## config.mk

```make
export PLATFORM = sky130hd
export DESIGN_NAME = spectrum_column_peak_decimator
export DESIGN_NICKNAME = d
export VERILOG_FILES = /design/src/rtl/core/scpd_pkg.sv /design/src/rtl/core/scpd_column_ctl.sv /design/src/rtl/core/spectrum_column_peak_decimator.sv
export SDC_FILE = /design/constraint.sdc
export NUM_CORES = 1
export LEC_CHECK = 0
export ABC_CLOCK_PERIOD_IN_PS = 12300
export BUFFER_PORTS_ARGS = -buffer_cell sky130_fd_sc_hd__buf_2
export CAP_MARGIN = 20
export CORE_MARGIN = 5
export CORE_UTILIZATION = 45
export CTS_BUF_LIST = sky130_fd_sc_hd__clkbuf_8
export DETAILED_ROUTE_END_ITERATION = 10
export SETUP_SLACK_MARGIN = 0.2
export SLEW_MARGIN = 30
export SYNTH_ARGS = -nofsm -noshare
export SYNTH_HDL_FRONTEND = slang
export SYNTH_HIERARCHICAL = 1
export SYNTH_SLANG_ARGS = --single-unit
```

## constraint.sdc

```tcl
create_clock -name clk -period 12.3 [get_ports clk]
set_input_delay 1.23 -clock clk [delete_from_list [all_inputs] [get_ports clk]]
set_output_delay 1.23 -clock clk [all_outputs]
set_load 0.05 [all_outputs]
```

## src/rtl/core/scpd_pkg.sv

```systemverilog
// Shared types and constants for the spectrum column peak decimator.
// No dependencies; imported by scpd_column_ctl and the top level.
package scpd_pkg;

  // Default sizes; both are expected to be powers of two.
  localparam int unsigned MAX_BINS_DEF    = 65536;
  localparam int unsigned MAX_COLUMNS_DEF = 4096;

  localparam int unsigned CFG_IDX_W  = 3;
  localparam int unsigned CFG_DATA_W = 16;

  typedef enum logic [CFG_IDX_W-1:0] {
    CFG_FIRST_BIN       = 3'd0,
    CFG_COLUMN_COUNT    = 3'd1,
    CFG_BINS_PER_COLUMN = 3'd2,
    CFG_REMAINDER_BINS  = 3'd3,
    CFG_HEIGHT_SCALE    = 3'd4
  } cfg_idx_t;

  typedef struct packed {
    logic [15:0] first_bin;
    logic [12:0] column_count;
    logic [15:0] bins_per_column;
    logic [11:0] remainder_bins;
    logic [15:0] height_scale;
  } cfg_t;

  localparam cfg_t CFG_RESET = '{
    first_bin:       16'd0,
    column_count:    13'd1024,
    bins_per_column: 16'd1,
    remainder_bins:  12'd0,
    height_scale:    16'd256
  };

  // Column tracker status toward the top level
  typedef struct packed {
    logic        hit;          // next bin lands on the column boundary
    logic [11:0] column_idx;
    logic [16:0] end_bin;
  } col_pos_t;

  // dB constants, signed Q8.8
  localparam logic signed [17:0] PEAK_FLOOR_Q88    = -18'sd37120; // -145 dB
  localparam logic signed [18:0] HEIGHT_OFFSET_Q88 = 19'sd30720;  // +120 dB
  localparam logic signed [18:0] FLOOR_DIFF_Q88    = -19'sd6400;  // floor + 120 dB

endpackage

```

## src/rtl/core/scpd_column_ctl.sv

```systemverilog
// Column boundary tracker: bin counter, next boundary, column and extra-bin
// bookkeeping. Depends on scpd_pkg.
module scpd_column_ctl #(
  parameter int unsigned MAX_BINS    = scpd_pkg::MAX_BINS_DEF,
  parameter int unsigned MAX_COLUMNS = scpd_pkg::MAX_COLUMNS_DEF
) (
  input  logic              clk,
  input  logic              rst_n,
  input  logic              step_i,     // one bin consumed
  input  logic              last_i,     // that bin ends the frame
  input  logic              restart_i,  // register write
  input  scpd_pkg::cfg_t    cfg_i,      // current registers
  input  scpd_pkg::cfg_t    cfg_nxt_i,  // registers after this cycle's write
  output scpd_pkg::col_pos_t pos_o
);
  import scpd_pkg::*;

  localparam int unsigned CW   = $clog2(MAX_BINS) + 1;   // counts wrap at 2*MAX_BINS
  localparam int unsigned CLW  = $clog2(MAX_COLUMNS);
  localparam int unsigned PW   = CLW + 12;               // (column+1)*remainder
  localparam int unsigned QW   = 25;                     // column_count*(extras+1)
  localparam int unsigned CMPW = (PW > QW) ? PW : QW;
  localparam int unsigned EBW  = (CW > 17) ? CW : 17;

  logic [CW-1:0]  bin_count_r;
  logic [CW-1:0]  boundary_r;
  logic [CLW-1:0] column_r;
  logic [11:0]    extras_r;
  logic [PW-1:0]  prod_col_r;   // running (column+1)*remainder
  logic [QW-1:0]  prod_ext_r;   // running column_count*(extras+1)

  logic [CW-1:0]  bin_inc;
  logic           hit;
  logic           extra;
  logic [CW-1:0]  step_len;
  logic           do_restart;
  cfg_t           rcfg;
  logic [EBW-1:0] end_sum;

  assign bin_inc  = bin_count_r + 1'b1;
  assign hit      = (bin_inc == boundary_r);
  assign extra    = (cfg_i.remainder_bins != '0) &&
                    (CMPW'(prod_col_r) > CMPW'(prod_ext_r));
  assign step_len = CW'(cfg_i.bins_per_column) + CW'(extra);

  assign do_restart = !rst_n || restart_i || (step_i && last_i);
  assign rcfg       = !rst_n ? CFG_RESET : (restart_i ? cfg_nxt_i : cfg_i);

  always_ff @(posedge clk) begin
    if (do_restart) begin
      bin_count_r <= '0;
      boundary_r  <= CW'(rcfg.bins_per_column);
      column_r    <= '0;
      extras_r    <= '0;
      prod_col_r  <= PW'(rcfg.remainder_bins);
      prod_ext_r  <= QW'(rcfg.column_count);
    end else if (step_i) begin
      bin_count_r <= bin_inc;
      if (hit) begin
        boundary_r <= boundary_r + step_len;
        column_r   <= column_r + 1'b1;
        // product tracks the column counter, including its wrap
        if (column_r == {CLW{1'b1}}) begin
          prod_col_r <= PW'(cfg_i.remainder_bins);
        end else begin
          prod_col_r <= prod_col_r + PW'(cfg_i.remainder_bins);
        end
        if (extra) begin
          extras_r <= extras_r + 1'b1;
          if (extras_r == 12'hFFF) begin
            prod_ext_r <= QW'(cfg_i.column_count);
          end else begin
            prod_ext_r <= prod_ext_r + QW'(cfg_i.column_count);
          end
        end
      end
    end
  end

  assign end_sum          = EBW'(cfg_i.first_bin) + EBW'(bin_count_r);
  assign pos_o.hit        = hit;
  assign pos_o.column_idx = 12'(column_r);
  assign pos_o.end_bin    = end_sum[16:0];

endmodule

```

## src/rtl/core/spectrum_column_peak_decimator.sv

```systemverilog
// Top level of the spectrum column peak decimator: handshakes, peak hold,
// bar height. Depends on scpd_pkg and scpd_column_ctl.
//
//   channel | ports                         | direction | word
//   in      | in_valid/in_stall, in_*       | sink      | one spectrum bin
//   out     | out_valid/out_stall, out_*    | source    | one closed column
//   cfg     | cfg_we, cfg_index, cfg_wdata  | sink      | one register write
//
// One bin per clock sustained while no closing bin is held by out_stall.
// A bin in the input register is folded into the running peak, and a
// closing bin loads the output register at the next edge.
// The output register plus the input register give one word of slack: a
// bin is still taken while a result waits under out_stall.
// Reset (rst_n low, synchronous) empties both registers and restarts the
// frame; a write to a known register index restarts the frame too.
module spectrum_column_peak_decimator #(
  parameter int unsigned MAX_BINS    = scpd_pkg::MAX_BINS_DEF,    // power of two
  parameter int unsigned MAX_COLUMNS = scpd_pkg::MAX_COLUMNS_DEF  // power of two
) (
  input  logic                           clk,
  input  logic                           rst_n,
  // input bins
  input  logic                           in_valid,
  output logic                           in_stall,
  input  logic signed [17:0]             in_level_db,
  input  logic                           in_final_bin,
  // column results
  output logic                           out_valid,
  input  logic                           out_stall,
  output logic [11:0]                    out_column_index,
  output logic signed [17:0]             out_peak_db,
  output logic [11:0]                    out_bar_height,
  output logic                           out_drawn,
  output logic [16:0]                    out_end_bin,
  output logic                           out_final_column,
  // register writes
  input  logic                           cfg_we,
  input  logic [scpd_pkg::CFG_IDX_W-1:0] cfg_index,
  input  logic [scpd_pkg::CFG_DATA_W-1:0] cfg_wdata
);
  import scpd_pkg::*;

  // ---------------- configuration registers ----------------
  cfg_t cfg_r;
  cfg_t cfg_nxt;
  logic cfg_hit;

  always_comb begin
    cfg_nxt = cfg_r;
    cfg_hit = 1'b0;
    if (cfg_we) begin
      case (cfg_index)
        CFG_FIRST_BIN: begin
          cfg_nxt.first_bin = cfg_wdata;
          cfg_hit = 1'b1;
        end
        CFG_COLUMN_COUNT: begin
          cfg_nxt.column_count = cfg_wdata[12:0];
          cfg_hit = 1'b1;
        end
        CFG_BINS_PER_COLUMN: begin
          cfg_nxt.bins_per_column = cfg_wdata;
          cfg_hit = 1'b1;
        end
        CFG_REMAINDER_BINS: begin
          cfg_nxt.remainder_bins = cfg_wdata[11:0];
          cfg_hit = 1'b1;
        end
        CFG_HEIGHT_SCALE: begin
          cfg_nxt.height_scale = cfg_wdata;
          cfg_hit = 1'b1;
        end
        default: cfg_hit = 1'b0;  // unknown index: ignored
      endcase
    end
  end

  always_ff @(posedge clk) begin
    if (!rst_n) begin
      cfg_r <= CFG_RESET;
    end else begin
      cfg_r <= cfg_nxt;
    end
  end

  // ---------------- input register ----------------
  logic                v1_r;
  logic signed [17:0]  level1_r;
  logic signed [18:0]  ldiff1_r;   // level + 120 dB, precomputed
  logic                final1_r;

  logic in_take;
  logic proc;       // bin in the input register is consumed this cycle
  logic close;
  col_pos_t pos;

  assign in_stall = v1_r && !proc;
  assign in_take  = in_valid && !in_stall;

  always_ff @(posedge clk) begin
    if (!rst_n) begin
      v1_r <= 1'b0;
    end else if (in_take) begin
      v1_r <= 1'b1;
    end else if (proc) begin
      v1_r <= 1'b0;
    end
  end

  always_ff @(posedge clk) begin
    if (in_take) begin
      level1_r <= in_level_db;
      final1_r <= in_final_bin;
      ldiff1_r <= {in_level_db[17], in_level_db} + HEIGHT_OFFSET_Q88;
    end
  end

  // ---------------- column tracking ----------------
  scpd_column_ctl #(
    .MAX_BINS    (MAX_BINS),
    .MAX_COLUMNS (MAX_COLUMNS)
  ) u_column_ctl (
    .clk       (clk),
    .rst_n     (rst_n),
    .step_i    (proc),
    .last_i    (final1_r),
    .restart_i (cfg_hit),
    .cfg_i     (cfg_r),
    .cfg_nxt_i (cfg_nxt),
    .pos_o     (pos)
  );

  assign close = final1_r || pos.hit;
  // a bin that closes nothing needs no room in the output register
  assign proc  = v1_r && (!close || !out_valid || !out_stall);

  // ---------------- peak hold ----------------
  logic signed [17:0] rp_r;     // running peak
  logic signed [18:0] rdiff_r;  // running peak + 120 dB
  logic               gt;
  logic signed [17:0] peak;
  logic signed [18:0] diff;

  assign gt   = level1_r > rp_r;
  assign peak = gt ? level1_r : rp_r;
  assign diff = gt ? ldiff1_r : rdiff_r;

  always_ff @(posedge clk) begin
    if (!rst_n || cfg_hit || (proc && close)) begin
      rp_r    <= PEAK_FLOOR_Q88;
      rdiff_r <= FLOOR_DIFF_Q88;
    end else if (proc) begin
      rp_r    <= peak;
      rdiff_r <= diff;
    end
  end

  // ---------------- bar height ----------------
  // drawn when peak > -120 dB, i.e. diff > 0; height = diff*scale >> 16, saturated at 0xFFF
  logic        drawn;
  logic [33:0] prod;
  logic [11:0] height;

  assign drawn  = !diff[18] && (diff != '0);
  assign prod   = 34'(diff[17:0]) * 34'(cfg_r.height_scale);
  assign height = !drawn ? 12'd0 : ((|prod[33:28]) ? 12'hFFF : prod[27:16]);

  // ---------------- output register ----------------
  logic out_valid_r;

  always_ff @(posedge clk) begin
    if (!rst_n) begin
      out_valid_r <= 1'b0;
    end else if (proc && close) begin
      out_valid_r <= 1'b1;
    end else if (!out_stall) begin
      out_valid_r <= 1'b0;
    end
  end

  always_ff @(posedge clk) begin
    if (proc && close) begin
      out_column_index <= pos.column_idx;
      out_peak_db      <= peak;
      out_bar_height   <= height;
      out_drawn        <= drawn;
      out_end_bin      <= pos.end_bin;
      out_final_column <= final1_r;
    end
  end

  assign out_valid = out_valid_r;

  // ---------------- assertions ----------------
  // a result appears only from a closing bin
  a_no_phantom: assert property (@(posedge clk) disable iff (!rst_n)
    $rose(out_valid_r) |-> $past(proc && close))
    else $error("result without closing bin");

  // peak hold restarts after each closed column
  a_peak_restart: assert property (@(posedge clk) disable iff (!rst_n)
    (proc && close) |=> (rp_r == PEAK_FLOOR_Q88))
    else $error("running peak not restarted");

  // frame end sends the next bin to column zero
  a_frame_restart: assert property (@(posedge clk) disable iff (!rst_n)
    (proc && final1_r) |=> (pos.column_idx == 12'd0))
    else $error("column not restarted after final bin");

  // undrawn column has no bar
  a_undrawn_flat: assert property (@(posedge clk) disable iff (!rst_n)
    (out_valid_r && !out_drawn) |-> (out_bar_height == 12'd0))
    else $error("bar height on undrawn column");

endmodule
```

**Word-level counts from Yosys, hierarchy flattened**

Index checks and enable logic that the tools add are counted.

- Register bits after elaboration: 318
- Input bits: 43
- Logic and storage cells: 109

- Add/sub/neg operators: 9
- Multiply operators: 1
- Order comparisons: 2
- Eq/ne operators: 8
- Mux-type cells: 29
- Reduce and logical (&&, ||, !) cells: 33

Operators by type and width:

| cell | number |
|---|---|
| 57-bit 2-to-1 mux | 2 |
| 16-bit 2-to-1 mux | 6 |
| 73-bit 2-to-1 mux | 1 |
| 13-bit 2-to-1 mux | 5 |
| 12-bit 2-to-1 mux | 5 |
| 18-bit by 16-bit multiplier with 34-bit output | 1 |
| 25-bit by 13-bit adder with 25-bit output | 1 |
| 24-bit by 25-bit greater-than comparator with 1-bit output | 1 |
| 25-bit 2-to-1 mux | 1 |
| 12-bit by 1-bit adder with 12-bit output (second input constant) | 2 |
| 24-bit by 12-bit adder with 24-bit output | 1 |
| 12-bit equality test (second input constant) | 2 |
| 24-bit 2-to-1 mux | 1 |
| 18-bit by 16-bit adder with 19-bit output (second input constant) | 1 |
| 19-bit 2-to-1 mux | 1 |
| 19-bit nonzero test | 1 |
| 18-bit greater-than comparator | 1 |
| 18-bit 2-to-1 mux | 1 |
| 16-bit by 1-bit adder with 17-bit output | 1 |
| 16-bit by 17-bit adder with 17-bit output | 1 |
| 17-bit by 1-bit adder with 17-bit output (second input constant) | 1 |
| 17-bit adder | 1 |
| 17-bit equality test | 1 |
| 12-bit nonzero test | 1 |
| other kinds (14) | 42 |

**Depth between registers and ports, before layout**

Gate-level depths: netlist (run 1).

- Depth after elaboration: 12
- Mapped depth: 37

**Modules after synthesis**

Netlist (run 1), hierarchy kept.

Modules (own cells, without submodules):

| module | times used | cells an instance | area an instance (um2) | sequential area each (um2) |
|---|---|---|---|---|
| spectrum_column_peak_decimator | 1 | 1827 | 18029.8 | 4884.7 |
| scpd_column_ctl | 1 | 1146 | 9352.7 | 2552.4 |

**Least setup slack after synthesis (run 1)**

Ideal clock, no wire load.

- Path kind: flip-flop to flip-flop
- Start: register level1_r[7]
- End: register out_bar_height[0], data pin
- Setup time: 0.264 ns
- Arrival: 8.391 ns
- Slack: 3.645 ns
- Stages on the path, launching flop included: 35
- Buffers on the path: 5
- Period minus slack after synthesis: 8.655 ns
- Path through: edfxtp_1 > ha_1 > nand4_1 > a211o_1 > a21o_2 > and4_4 > o21ai_2 > buf_6 > buf_4 > buf_4 > mux2_2 > clkbuf_1 > and2_1 > fa_1 > inv_1 > fa_1 > fa_1 > fa_1 > inv_1 > fa_1 > inv_1 > fa_1 > inv_1 > ha_1 > a21o_1 > a21oi_1 > a21oi_1 > o21ai_0 > o21ai_0 > a221o_1 > a311oi_1 > o22ai_2 > nor4_4 > buf_6 > a31oi_1

- Longest elaborated chain between the ends: 5
- Elaborated cells between the ends (all ways): 8
- Those cells by class: mul (1); order compare (1); mux (2); reduce/logical (4)

RTL lines:

| element | line | RTL |
|---|---|---|
| from (decl) | spectrum_column_peak_decimator.sv:88 | `logic signed [17:0] level1_r;` |
| from (signal assigned) | spectrum_column_peak_decimator.sv:112 | `level1_r <= in_level_db;` |
| 18-bit greater-than comparator (*) | spectrum_column_peak_decimator.sv:144 | `assign gt = level1_r > rp_r;` |
| 19-bit 2-to-1 mux (*) | spectrum_column_peak_decimator.sv:146 | `assign diff = gt ? ldiff1_r : rdiff_r;` |
| 18-bit by 16-bit multiplier with 34-bit output | spectrum_column_peak_decimator.sv:165 | `assign prod = 34'(diff[17:0]) * 34'(cfg_r.height_scale);` |
| 6-bit OR reduction | spectrum_column_peak_decimator.sv:166 | `assign height = !drawn ? 12'd0 : ((\|prod[33:28]) ? 12'hFFF : prod[27:16]);` |
| 12-bit 2-to-1 mux | spectrum_column_peak_decimator.sv:166 |  |
| to (signal assigned) | spectrum_column_peak_decimator.sv:185 | `out_bar_height <= height;` |
| to (decl) | spectrum_column_peak_decimator.sv:32 | `output logic [11:0] out_bar_height,` |

Every way passes the cells marked *; elsewhere a longest branch is shown, timed or not.
A chain may end at the register's enable or synchronous reset.

**Worst setup path after layout (run 1)**

- Start: register level1_r[4]
- End: register out_bar_height[11], data pin

Same word-level chain as after synthesis.

==> impl_results.rst, run 1 <==
.. list-table::
   :header-rows: 1

   * - Metric
     - Value
   * - Run status
     - finished clean
   * - CP required
     - 12.65 ns
   * - Core box area
     - 0.0604 mm2
   * - Number of remaining DRC errors
     - 0
   * - Aggregate global-route resource usage
     - 0.220
   * - Largest stage delay on the critical path
     - 0.63 ns
   * - Initial drt markers
     - 1,218
   * - Maximum root-to-sink buffer count
     - 3
   * - Total internal power
     - 0.00190 W
   * - Post-Synthesis Cells
     - 2,973
   * - Top-count cell post-synth
     - sky130_fd_sc_hd__inv_1
   * - Ys async rst share
     - 0
   * - Count of different cell masters after synthesis
     - 96
   * - First-pass GRT wire length
     - 119 mm
   * - Tmin final
     - 10.32 ns
   * - Seq cells post-synth
     - 307
   * - Vias after detailed routing
     - 21,400
   * - HPWL after detailed placement
     - 54.4 mm
   * - Routed length per instance
     - 19.2 um
   * - Kind of end point of the critical path
     - register
   * - Post-CTS setup buffer count
     - 0
   * - Area added between synthesis and finish
     - 8.10%
   * - First drt pass iteration count
     - 5
   * - IO Pins
     - 106
   * - Fraction of power consumed by the clock network
     - 0.334
   * - Overall overflow remaining after global route
     - 0
   * - Syn Area/Cell
     - 9.21 um2
   * - Top flip-flop cell by instance count after synthesis
     - sky130_fd_sc_hd__dfxtp_1
   * - Share of total power in sequential cells
     - 0.398
   * - Post-route clock period utilization
     - 0.839
   * - Clock latency at the later pin of the worst-skew pair
     - 0.66 ns
   * - Worst rel slew slack
     - 0.338
   * - Clk Tree Root Cell
     - sky130_fd_sc_hd__clkbuf_8
   * - Average via count per standard cell
     - 5.58
   * - Cell area after synthesis
     - 0.0274 mm2
   * - DRT antenna net count
     - 0
   * - Power per unit of standard cell area
     - 97.5 mW/mm2
   * - Worst vdd rail ir drop
     - 79.6 uV
   * - Initial antenna violation count
     - 2
   * - Cts repair resizes
     - 0
   * - Max capacitance violation total
     - 0
   * - Die Footprint
     - 0.0659 mm2
   * - Least-Margin Pin Slew
     - 0.992 ns
   * - Setup TNS
     - 0 ns
   * - Worst-path maximum fanout
     - 24
   * - Worst setup SP type
     - register
   * - Hold violation count in the final report
     - 0
   * - X dimension of the die
     - 257 um
   * - CTS hold repair buffers
     - 0
   * - IO buf count
     - 105
   * - Total setup violations reported at the end of the flow
     - 0
   * - Number of synthesized flops with an enable pin
     - 129
   * - Library cell with the largest summed area after synthesis
     - sky130_fd_sc_hd__fa_1
   * - Clock H-tree levels
     - 2
   * - Most used standard cells in the synthesized netlist
     - 360 x sky130_fd_sc_hd__inv_1, 306 x sky130_fd_sc_hd__nand2_1, 226 x sky130_fd_sc_hd__fa_1, 220 x sky130_fd_sc_hd__and2_1, 205 x sky130_fd_sc_hd__ha_1
   * - Number of cells in the finished layout apart from fillers
     - 3,841
   * - Die Height
     - 257 um
   * - Cell leakage power
     - 13.0 nW
   * - Clock-pin slew of the registers on the worst-case setup and hold paths
     - 0.06 ns
   * - Initial Util
     - 0.454
   * - Filler cells
     - 5,651
   * - TritonCTS clock tree
     - built
   * - Maximum number of pins on one net before global-route repair
     - 98
   * - Sequential element share of the synthesized area
     - 0.272
   * - Peak clock frequency supported by timing
     - 96.9 MHz
   * - Weighted congestion reported at the end of routability-driven placement
     - 0.912
   * - Setup repair after global routing missed its margin
     - no
   * - Fin Clk Skew
     - 0.0423 ns
   * - Detailed-route wire length
     - 73.6 mm
   * - Number of global-route vias before repair
     - 22,200
   * - Arrival time worst endpoint
     - 10.66 ns
   * - Cell seen most often among critical-path stages
     - sky130_fd_sc_hd__fa_1
   * - Leading cell types by total area after synthesis
     - sky130_fd_sc_hd__fa_1 17%, sky130_fd_sc_hd__edfxtp_1 14%, sky130_fd_sc_hd__dfxtp_1 13%
   * - Count of nets after finishing
     - 3,485
   * - Crit path max-delay cell type
     - sky130_fd_sc_hd__o21ai_4
   * - Combinational share of power
     - 0.268
   * - Count of clock tree sinks
     - 307
   * - Number of clock buffers inserted by TritonCTS
     - 55
   * - Inst Count DP
     - 3,736
   * - Max Transition Viols Final
     - 0
   * - Post-Syn Nets
     - 3,447
   * - Share of Yosys cell area claimed by the top area cell type
     - 0.165
   * - Hold crit path type
     - reg2reg
   * - Warning count from the yosys run
     - 6
   * - Switching pwr
     - 0.000988 W
   * - Fraction of final layout cells with drive strength greater than 1
     - 0.128
   * - Type of the worst setup path
     - reg2reg
   * - Fraction of power spent switching nets
     - 0.342
   * - Cell row count
     - 90
==> layer usage <==
layer | GRT usage | up-vias | wire length, um
met5 | 0 | - | 0
met4 | 0.0678 | 0 | 2190
met3 | 0.0282 | 118 | 3590
met2 | 0.385 | 544 | 36200
met1 | 0.286 | 10600 | 31600
li1 | - | 10200 | -
==> power by group through the flow <==
stage / clock network (W) / logic, W / registers, W
after detailed placement: 0 / 0.000772 / 0.00117
after floorplan: 0 / 0.000540 / 0.00118
after global placement: 0 / 0.000758 / 0.00117
final: 0.000963 / 0.000773 / 0.00115
after global routing: 0.00104 / 0.000864 / 0.00115
after CTS: 0.000995 / 0.000776 / 0.00115
==> cells by family after synthesis <==
kind of cell | synth area share
XOR/XNOR | 0.0304
flip-flops | 0.272
AO/OA/AOI/OAI | 0.119
buffers and inverters | 0.0711
AND/OR/NAND/NOR | 0.182
adder cells (fa/ha/maj) | 0.259
multiplexers | 0.0666
==> stage by stage <==
step	total power (W)	area [um2]	utilization	hold WS [ns]	setup slack, ns
6_report	0.00289	29600	0.490	0.466	1.98
5_1_grt	0.00306	29600	0.490	0.483	1.45
4_1_cts	0.00292	29600	0.490	0.468	2.07
3_5_place_dp	0.00194	28500	0.472	0.455	2.10
3_3_place_gp	0.00193	28500	0.472	0.448	2.38
2_1_floorplan	0.00172	27400	-	0.435	3.65
==> critical path: cells and delay by family (launching register included) <==
family | cells | cell delay (ns)
and+or+nand+nor | 4 | 1.04
DFF | 1 | 0.48
adders and majority gates | 8 | 3.79
muxes | 1 | 0.52
AOI/OAI and AO/OA | 12 | 3.50
buffers and inverters | 5 | 0.65
==> placed cells by master (no fill, tap or decap), types with 15 or more instances in the layout <==
cell | synthesis | final
sky130_fd_sc_hd__edfxtp_1 | 129 | 129
sky130_fd_sc_hd__xnor2_1 | 47 | 47
sky130_fd_sc_hd__nand4_1 | 43 | 43
sky130_fd_sc_hd__ha_1 | 205 | 205
sky130_fd_sc_hd__o21a_1 | 24 | 24
sky130_fd_sc_hd__inv_1 | 360 | 372
sky130_fd_sc_hd__clkbuf_8 | 0 | 66
sky130_fd_sc_hd__mux2_2 | 138 | 138
sky130_fd_sc_hd__dfxtp_1 | 178 | 178
sky130_fd_sc_hd__and3_1 | 22 | 22
sky130_fd_sc_hd__a211oi_1 | 26 | 25
sky130_fd_sc_hd__a21oi_1 | 149 | 149
sky130_fd_sc_hd__nand2b_1 | 18 | 18
sky130_fd_sc_hd__a31oi_1 | 29 | 29
sky130_fd_sc_hd__a21o_1 | 30 | 30
sky130_fd_sc_hd__mux2i_1 | 24 | 24
sky130_fd_sc_hd__buf_2 | 12 | 105
sky130_fd_sc_hd__nand2_1 | 306 | 306
sky130_fd_sc_hd__or3_1 | 16 | 16
sky130_fd_sc_hd__and2_1 | 220 | 220
sky130_fd_sc_hd__buf_4 | 5 | 16
sky130_fd_sc_hd__o21ai_0 | 117 | 117
sky130_fd_sc_hd__nor2_1 | 123 | 123
sky130_fd_sc_hd__nor3_1 | 49 | 46
sky130_fd_sc_hd__fa_1 | 226 | 226
sky130_fd_sc_hd__nor4_1 | 15 | 15
sky130_fd_sc_hd__xor2_1 | 48 | 48
sky130_fd_sc_hd__o211ai_1 | 25 | 25
sky130_fd_sc_hd__nand3_1 | 92 | 91
sky130_fd_sc_hd__nor2b_1 | 18 | 17
==> registers in the layout (all words and copies together) (netlist names), 8 cells and up <==
register	count
cfg_r	73
u_column_ctl/prod_ext_r	25
u_column_ctl/prod_col_r	24
rdiff_r	19
level1_r	18
out_peak_db	18
rp_r	18
out_end_bin	17
u_column_ctl/bin_count_r	17
u_column_ctl/boundary_r	17
out_bar_height	12
out_column_index	12
u_column_ctl/column_r	12
u_column_ctl/extras_r	12
ldiff1_r	8
==> cell type report <==
type                    count  area (um2)  share of cell area
diodes                      1        2.50           0.0000845
clock buffers              66         908              0.0307
clock inverters            38         200             0.00676
inverters                 360        1350              0.0457
multi-input cells        2165       18100               0.610
flip-flops and latches    307        7440               0.251
well taps                 782         978              0.0331
repair buffers            122         657              0.0222
==> final timing paths <==
path,startpoint,end,slack [ns],cells after the start
max,level1_r[4]$_DFFE_PP_,out_bar_height[11]$_SDFFCE_PN0P_,1.98,30
min,u_column_ctl/extras_r[7]$_SDFFE_PN0P_,u_column_ctl/extras_r[7]$_SDFFE_PN0P_,0.47,2
max reg2reg,level1_r[4]$_DFFE_PP_,out_bar_height[11]$_SDFFCE_PN0P_,1.98,30
min reg2reg,u_column_ctl/extras_r[7]$_SDFFE_PN0P_,u_column_ctl/extras_r[7]$_SDFFE_PN0P_,0.47,2
(Power assumes the default switching activity.)
==> run 2: changes to the inputs <==
--- a/config.mk
+++ b/config.mk
@@ -5,7 +5,8 @@
 export SDC_FILE = /design/constraint.sdc
 export NUM_CORES = 1
 export LEC_CHECK = 0
-export ABC_CLOCK_PERIOD_IN_PS = 12300
+export ABC_AREA = 1
+export ABC_CLOCK_PERIOD_IN_PS = 10700
 export BUFFER_PORTS_ARGS = -buffer_cell sky130_fd_sc_hd__buf_2
 export CAP_MARGIN = 20
 export CORE_MARGIN = 5
==> constraint.sdc (replaced) <==
create_clock -name clk -period 10.7 [get_ports clk]
set_input_delay 1.07 -clock clk [delete_from_list [all_inputs] [get_ports clk]]
set_output_delay 1.07 -clock clk [all_outputs]
set_load 0.05 [all_outputs]
==> run 2 against run 1 <==
Register-to-register slack got worse by 0.07 ns. Critical path depth rose by 6. Global-route usage rose by 1.5 points. Clock-buffer cell count rose by 1. Clock power rose by 15%. Wire length rose by 7.0%. Highest routed layer is now met5.
==> impl_results.rst, run 2 <==
.. list-table::
   :header-rows: 1

   * - Metric
     - Value
   * - Initial Util
     - 0.453
   * - Die Footprint
     - 0.0670 mm2
   * - Routed length per instance
     - 17.2 um
   * - Fin Clk Skew
     - 0.0644 ns
   * - Type of the worst setup path
     - reg2reg
   * - Area added between synthesis and finish
     - 8.24%
   * - Instance area at placement
     - 0.0290 mm2
   * - Leading registers by flop count
     - cfg_r (73), u_column_ctl/prod_ext_r (25), u_column_ctl/prod_col_r (24)
   * - Total setup violations reported at the end of the flow
     - 0
   * - Run status
     - finished clean
   * - Hold violation count in the final report
     - 0
   * - Clk Tree Root Cell
     - sky130_fd_sc_hd__clkbuf_8
   * - Largest register FFs
     - 73
   * - Max Transition Viols Final
     - 0
   * - Number of cells in the finished layout apart from fillers
     - 4,577
   * - IO buf count
     - 105
   * - Worst vdd rail ir drop
     - 94.6 uV
   * - Cell leakage power
     - 14.8 nW
   * - Worst rel slew slack
     - 0.355
   * - TritonCTS clock tree
     - built
   * - Warning count from the yosys run
     - 6
   * - Least-Margin Pin Slew
     - 0.960 ns
   * - Count of clock tree sinks
     - 307
   * - Aggregate global-route resource usage
     - 0.235
   * - Clock H-tree levels
     - 2
   * - X dimension of the die
     - 259 um
   * - Hold crit path type
     - reg2reg
   * - CTS hold repair buffers
     - 0
   * - Power per unit of standard cell area
     - 139 mW/mm2
   * - First-pass GRT wire length
     - 127 mm
   * - Core box area
     - 0.0615 mm2
   * - Post-Synthesis Cells
     - 3,670
   * - Post-place setup slack
     - 1.74 ns
   * - Cell area after synthesis
     - 0.0279 mm2
   * - Register ranked first by flip-flop count
     - cfg_r
   * - Worst-path maximum fanout
     - 34
   * - Overall overflow remaining after global route
     - 0
   * - Fraction of final layout cells with drive strength greater than 1
     - 0.0795
   * - Largest stage delay on the critical path
     - 0.58 ns
   * - Post-Syn Nets
     - 4,144
   * - First drt pass iteration count
     - 8
   * - Tmin final
     - 8.79 ns
   * - DRT antenna net count
     - 0
   * - Initial antenna violation count
     - 2
   * - IO Pins
     - 106
   * - Most frequent cells in the layout
     - 739 x sky130_fd_sc_hd__inv_1, 723 x sky130_fd_sc_hd__nand2_1, 423 x sky130_fd_sc_hd__nor2_1
   * - WHS
     - 0.464 ns
   * - Post-route clock period utilization
     - 0.821
   * - Inst Count DP
     - 4,467
   * - Clock-pin slew of the registers on the worst-case setup and hold paths
     - 0.06 ns
   * - Die Height
     - 259 um
   * - Kind of end point of the critical path
     - register
   * - Average via count per standard cell
     - 5.12
   * - Detailed-route wire length
     - 78.8 mm
   * - Crit path max-delay cell type
     - sky130_fd_sc_hd__inv_2
   * - Worst setup SP type
     - register
   * - Number of remaining DRC errors
     - 0
   * - Post-CTS setup buffer count
     - 0
   * - Setup TNS
     - 0 ns
   * - Peak clock frequency supported by timing
     - 114 MHz
   * - Finished layout cell area
     - 0.0302 mm2
   * - Most frequent standard cell in the layout excluding fill and tap cells
     - sky130_fd_sc_hd__inv_1
   * - Number of global-route vias before repair
     - 23,300
   * - Setup slack of the critical path after layout
     - 1.91 ns
   * - Vias after detailed routing
     - 23,400
   * - Maximum number of pins on one net before global-route repair
     - 74
   * - Maximum root-to-sink buffer count
     - 3
   * - Filler cells
     - 6,195
   * - Initial drt markers
     - 1,539
   * - Cts repair resizes
     - 0
   * - Clock latency at the later pin of the worst-skew pair
     - 0.69 ns
   * - Arrival time worst endpoint
     - 9.20 ns
   * - Weighted congestion reported at the end of routability-driven placement
     - 0.954
   * - HPWL after detailed placement
     - 59.7 mm
   * - Setup repair after global routing missed its margin
     - no
   * - Cell row count
     - 91
   * - Syn Area/Cell
     - 7.59 um2
   * - Number of clock buffers inserted by TritonCTS
     - 58
   * - CP required
     - 11.12 ns
   * - Max capacitance violation total
     - 0
   * - Count of nets after finishing
     - 4,211
run 2: changes by cell type in the layout (fill, tap and decap cells not counted), moves of 30 or more:
cell                      delta
sky130_fd_sc_hd__a21oi_1    +46
sky130_fd_sc_hd__and2_1    -219
sky130_fd_sc_hd__inv_1     +367
sky130_fd_sc_hd__mux2_2    -138
sky130_fd_sc_hd__nand2_1   +417
sky130_fd_sc_hd__nand3_1    +30
sky130_fd_sc_hd__nor2_1    +300
sky130_fd_sc_hd__o21ai_0    +86
run 2: power by group:
part           switching [W]  leakage (nW)  internal, W
sequential         0.0000527          2.72      0.00130
combinational        0.00116          11.4     0.000577
clock               0.000534         0.682     0.000571
total                0.00175          14.8      0.00245
run 2: metal layers:
metal | share of wire | global-route usage | wire [um]
met1 | 0.43 | 0.304 | 34300
met2 | 0.49 | 0.412 | 38300
met3 | 0.049 | 0.0343 | 3890
met4 | 0.029 | 0.0704 | 2300
met5 | 0.000089 | 0 | 7
run 2: per-stage QoR:
| stage | total power, W | utilization |
|---|---|---|
| finish | 0.00420 | 0.490 |
| CTS | 0.00425 | 0.490 |
| global placement | 0.00311 | 0.472 |
| global route | 0.00454 | 0.490 |
| floorplan | 0.00264 | - |
| detailed placement | 0.00311 | 0.472 |
run 2: path summary, 6_finish.rpt:
check	endpoint	start	depth (start not counted)	slack, ns
worst min register to register	rdiff_r[9]$_SDFFE_PP1P_	rdiff_r[9]$_SDFFE_PP1P_	2	0.46
worst min-delay path	rdiff_r[9]$_SDFFE_PP1P_	rdiff_r[9]$_SDFFE_PP1P_	2	0.46
worst max register to register	out_bar_height[4]$_SDFFCE_PN0P_	level1_r[17]$_DFFE_PP_	36	1.91
worst max-delay path	out_bar_height[4]$_SDFFCE_PN0P_	level1_r[17]$_DFFE_PP_	36	1.91
run 2: cell type report:
cell class | instances | area (um2) | area share
inverters | 734 | 2760 | 0.0914
multi-input cells | 2516 | 17200 | 0.571
clock buffers | 67 | 922 | 0.0306
repair buffers | 120 | 638 | 0.0212
well taps | 790 | 988 | 0.0328
diodes | 1 | 2.50 | 0.0000830
clock inverters | 42 | 191 | 0.00635
flip-flops and latches | 307 | 7440 | 0.247
run 2: critical path, delay by kind of cell (launching register included):
kind | cells | cell delay, ns
adder cells (fa/ha/maj) | 8 | 3.54
AO/OA/AOI/OAI | 6 | 1.45
flip-flops | 1 | 0.39
buffers and inverters | 7 | 1.14
AND/OR/NAND/NOR | 15 | 2.03
==> run 3: changes to the inputs <==
--- a/config.mk
+++ b/config.mk
@@ -6,7 +6,7 @@
 export NUM_CORES = 1
 export LEC_CHECK = 0
 export ABC_AREA = 1
-export ABC_CLOCK_PERIOD_IN_PS = 10700
+export ABC_CLOCK_PERIOD_IN_PS = 7500
 export BUFFER_PORTS_ARGS = -buffer_cell sky130_fd_sc_hd__buf_2
 export CAP_MARGIN = 20
 export CORE_MARGIN = 5
==> constraint.sdc (replaced) <==
create_clock -name clk -period 7.5 [get_ports clk]
set_input_delay 0.75 -clock clk [delete_from_list [all_inputs] [get_ports clk]]
set_output_delay 0.75 -clock clk [all_outputs]
set_load 0.05 [all_outputs]
==> run 3 against run 2 <==
Utilization is 3.9 points higher. Largest power group unchanged. Die area did not move. First-iteration DRC count rose by 2.6%. Fmax increased by 14%. Register-to-register slack got worse by 2.1 ns. Critical path depth is 3 higher. The flow now finishes with violations (setup timing). Total power is 71% higher. Worst hold slack worse by 0.19 ns. Combinational power up 110%.
==> impl_results.rst, run 3 (synthesis results as in run 2) <==
.. list-table::
   :header-rows: 1

   * - Metric
     - Value
   * - Run status
     - finished with violations
   * - Failing checks
     - setup timing
   * - Area taken by flip-flops and latches
     - 0.00744 mm2
   * - Count of clock tree sinks
     - 307
   * - Met2 track demand over resource in global routing
     - 0.413
   * - Tmin final
     - 7.69 ns
   * - Worst vdd rail ir drop
     - 201 uV
   * - Core box area
     - 0.0615 mm2
   * - R2R Path End
     - out_bar_height[3]$_SDFFCE_PN0P_
   * - Initial drt markers
     - 1,579
   * - Crit path max-delay cell type
     - sky130_fd_sc_hd__fa_1
   * - Largest register FFs
     - 73
   * - HPWL after detailed placement
     - 61.3 mm
   * - Clk Tree Root Cell
     - sky130_fd_sc_hd__clkbuf_8
   * - Cell row count
     - 91
   * - Arrival time worst endpoint
     - 8.09 ns
   * - First drt pass iteration count
     - 5
   * - Area added between synthesis and finish
     - 16.8%
   * - Initial antenna violation count
     - 3
   * - DRT antenna net count
     - 0
   * - R2r startpoint
     - level1_r[9]$_DFFE_PP_
   * - Maximum root-to-sink buffer count
     - 3
   * - Combined area of the multi-input logic cells
     - 0.0178 mm2
   * - Cell leakage power
     - 15.9 nW
   * - Vias after detailed routing
     - 24,400
   * - Number of cells on the worst reg-to-reg path
     - 39
   * - Die Footprint
     - 0.0670 mm2
   * - TritonCTS clock tree
     - built
   * - Hold violation count in the final report
     - 0
   * - Die Height
     - 259 um
   * - Most frequent standard cell in the layout excluding fill and tap cells
     - sky130_fd_sc_hd__inv_1
   * - Finished layout cell area
     - 0.0325 mm2
   * - First-pass GRT wire length
     - 128 mm
   * - Type of the worst setup path
     - reg2reg
   * - CP required
     - 7.90 ns
   * - Kind of end point of the critical path
     - register
   * - Worst-path maximum fanout
     - 8
   * - Count of nets after finishing
     - 4,416
   * - Detailed-route wire length
     - 80.2 mm
   * - Post-route clock period utilization
     - 1.03
   * - Clock-pin slew of the registers on the worst-case setup and hold paths
     - 0.06 ns
   * - IO buf count
     - 105
   * - Number of remaining DRC errors
     - 0
   * - Met3 Use GR
     - 0.0324
   * - Clock H-tree levels
     - 2
   * - Routing usage on met1
     - 0.300
   * - Setup repair after global routing missed its margin
     - yes
   * - Max capacitance violation total
     - 0
   * - Total setup violations reported at the end of the flow
     - 12
   * - Aggregate global-route resource usage
     - 0.237
   * - Crit path launch
     - level1_r[9]$_DFFE_PP_
   * - Register ranked first by flip-flop count
     - cfg_r
   * - Hold crit path type
     - in2reg
   * - Worst rel slew slack
     - 0.344
   * - Worst setup SP type
     - register
   * - Least-Margin Pin Slew
     - 0.981 ns
   * - WHS
     - 0.274 ns
   * - Endpoint of the most critical setup path
     - out_bar_height[3]$_SDFFCE_PN0P_
   * - Peak clock frequency supported by timing
     - 130 MHz
   * - Utilization of the core after routing
     - 0.529
   * - Routed length per instance
     - 16.8 um
   * - Largest stage delay on the critical path
     - 0.53 ns
   * - Grt peak-use layer
     - met2
   * - CTS hold repair buffers
     - 0
   * - Fraction of final layout cells with drive strength greater than 1
     - 0.156
   * - Weighted congestion reported at the end of routability-driven placement
     - 0.919
   * - Setup slack of the critical path after layout
     - -0.193 ns
   * - Overall overflow remaining after global route
     - 0
   * - Fin Clk Skew
     - 0.0399 ns
   * - IO Pins
     - 106
   * - Instance area at placement
     - 0.0303 mm2
   * - X dimension of the die
     - 259 um
   * - Filler cells
     - 6,065
   * - Clock latency at the later pin of the worst-skew pair
     - 0.67 ns
   * - Average via count per standard cell
     - 5.09
   * - Most frequent cells in the layout
     - 717 x sky130_fd_sc_hd__inv_1, 702 x sky130_fd_sc_hd__nand2_1, 403 x sky130_fd_sc_hd__nor2_1
   * - Number of clock buffers inserted by TritonCTS
     - 57
   * - Setup slack on the worst flop-to-flop path
     - -0.19 ns
   * - Power per unit of standard cell area
     - 221 mW/mm2
   * - Post-layout power
     - 0.00720 W
   * - Initial Util
     - 0.453
   * - Maximum number of pins on one net before global-route repair
     - 74
   * - Number of global-route vias before repair
     - 24,400
   * - Leading registers by flop count
     - cfg_r (73), u_column_ctl/prod_ext_r (25), u_column_ctl/prod_col_r (24)
   * - Max Transition Viols Final
     - 0
## run 3: what timing repair did
action | in CTS | in global routing
setup endpoints to repair | 12 | 12
gates resized for setup | 78 | 93
buffers inserted | 20 | 18
pin swaps | 16 | 28
gates cloned | 1 | 2
## run 3: how the worst min path moves through the flow
stage | from | to | slack, ns | depth (start not counted)
floorplan | u_column_ctl/column_r[10]$_SDFFE_PN0P_ | out_column_index[10]$_DFFE_PP_ | 0.43 | 0
global placement | rdiff_r[10]$_SDFFE_PP1P_ | rdiff_r[10]$_SDFFE_PP1P_ | 0.44 | 2
detailed placement | u_column_ctl/column_r[11]$_SDFFE_PN0P_ | out_column_index[11]$_DFFE_PP_ | 0.45 | 0
CTS | in_final_bin | final1_r$_DFFE_PP_ | 0.21 | 1
global route | in_final_bin | final1_r$_DFFE_PP_ | 0.24 | 1
finish | in_final_bin | final1_r$_DFFE_PP_ | 0.27 | 1
## run 3: area by class of cell
| type | instances | share of cell area |
|---|---|---|
| tap | 790 | 0.0304 |
| clock inverter | 40 | 0.00700 |
| timing repair buffer | 326 | 0.0738 |
| antenna | 1 | 0.0000769 |
| multi-input combinational | 2516 | 0.546 |
| clock buffer | 68 | 0.0288 |
| sequential | 307 | 0.229 |
| inverter | 734 | 0.0856 |
## run 3: through the flow
step	worst slack (ns)	setup TNS (ns)	cells
detailed placement	-0.359	-4.00	4631
global route	-0.549	-6.31	4782
global placement	-0.105	-1.05	4631
CTS	-0.00691	-0.0257	4760
finish	-0.193	-1.90	4782
floorplan	0.251	0	3670
## run 3: where the power goes
part           switching (W)  internal [W]
Sequential         0.0000750       0.00186
Clock               0.000777      0.000892
Combinational        0.00203       0.00156
Total                0.00289       0.00431
## run 3: worst max-delay path: cells and delay by family (launching register included)
kind / cells / cell delay (ns)
buf+inv: 11 / 1.22
flops: 1 / 0.38
fa+ha+maj: 8 / 3.57
simple gates: 20 / 2.23
## run 3: per-layer routing
layer,up-vias,routed length [um]
li1,12100,-
met1,11500,34400
met2,581,38700
met3,180,3660
met4,2,3340
met5,-,13
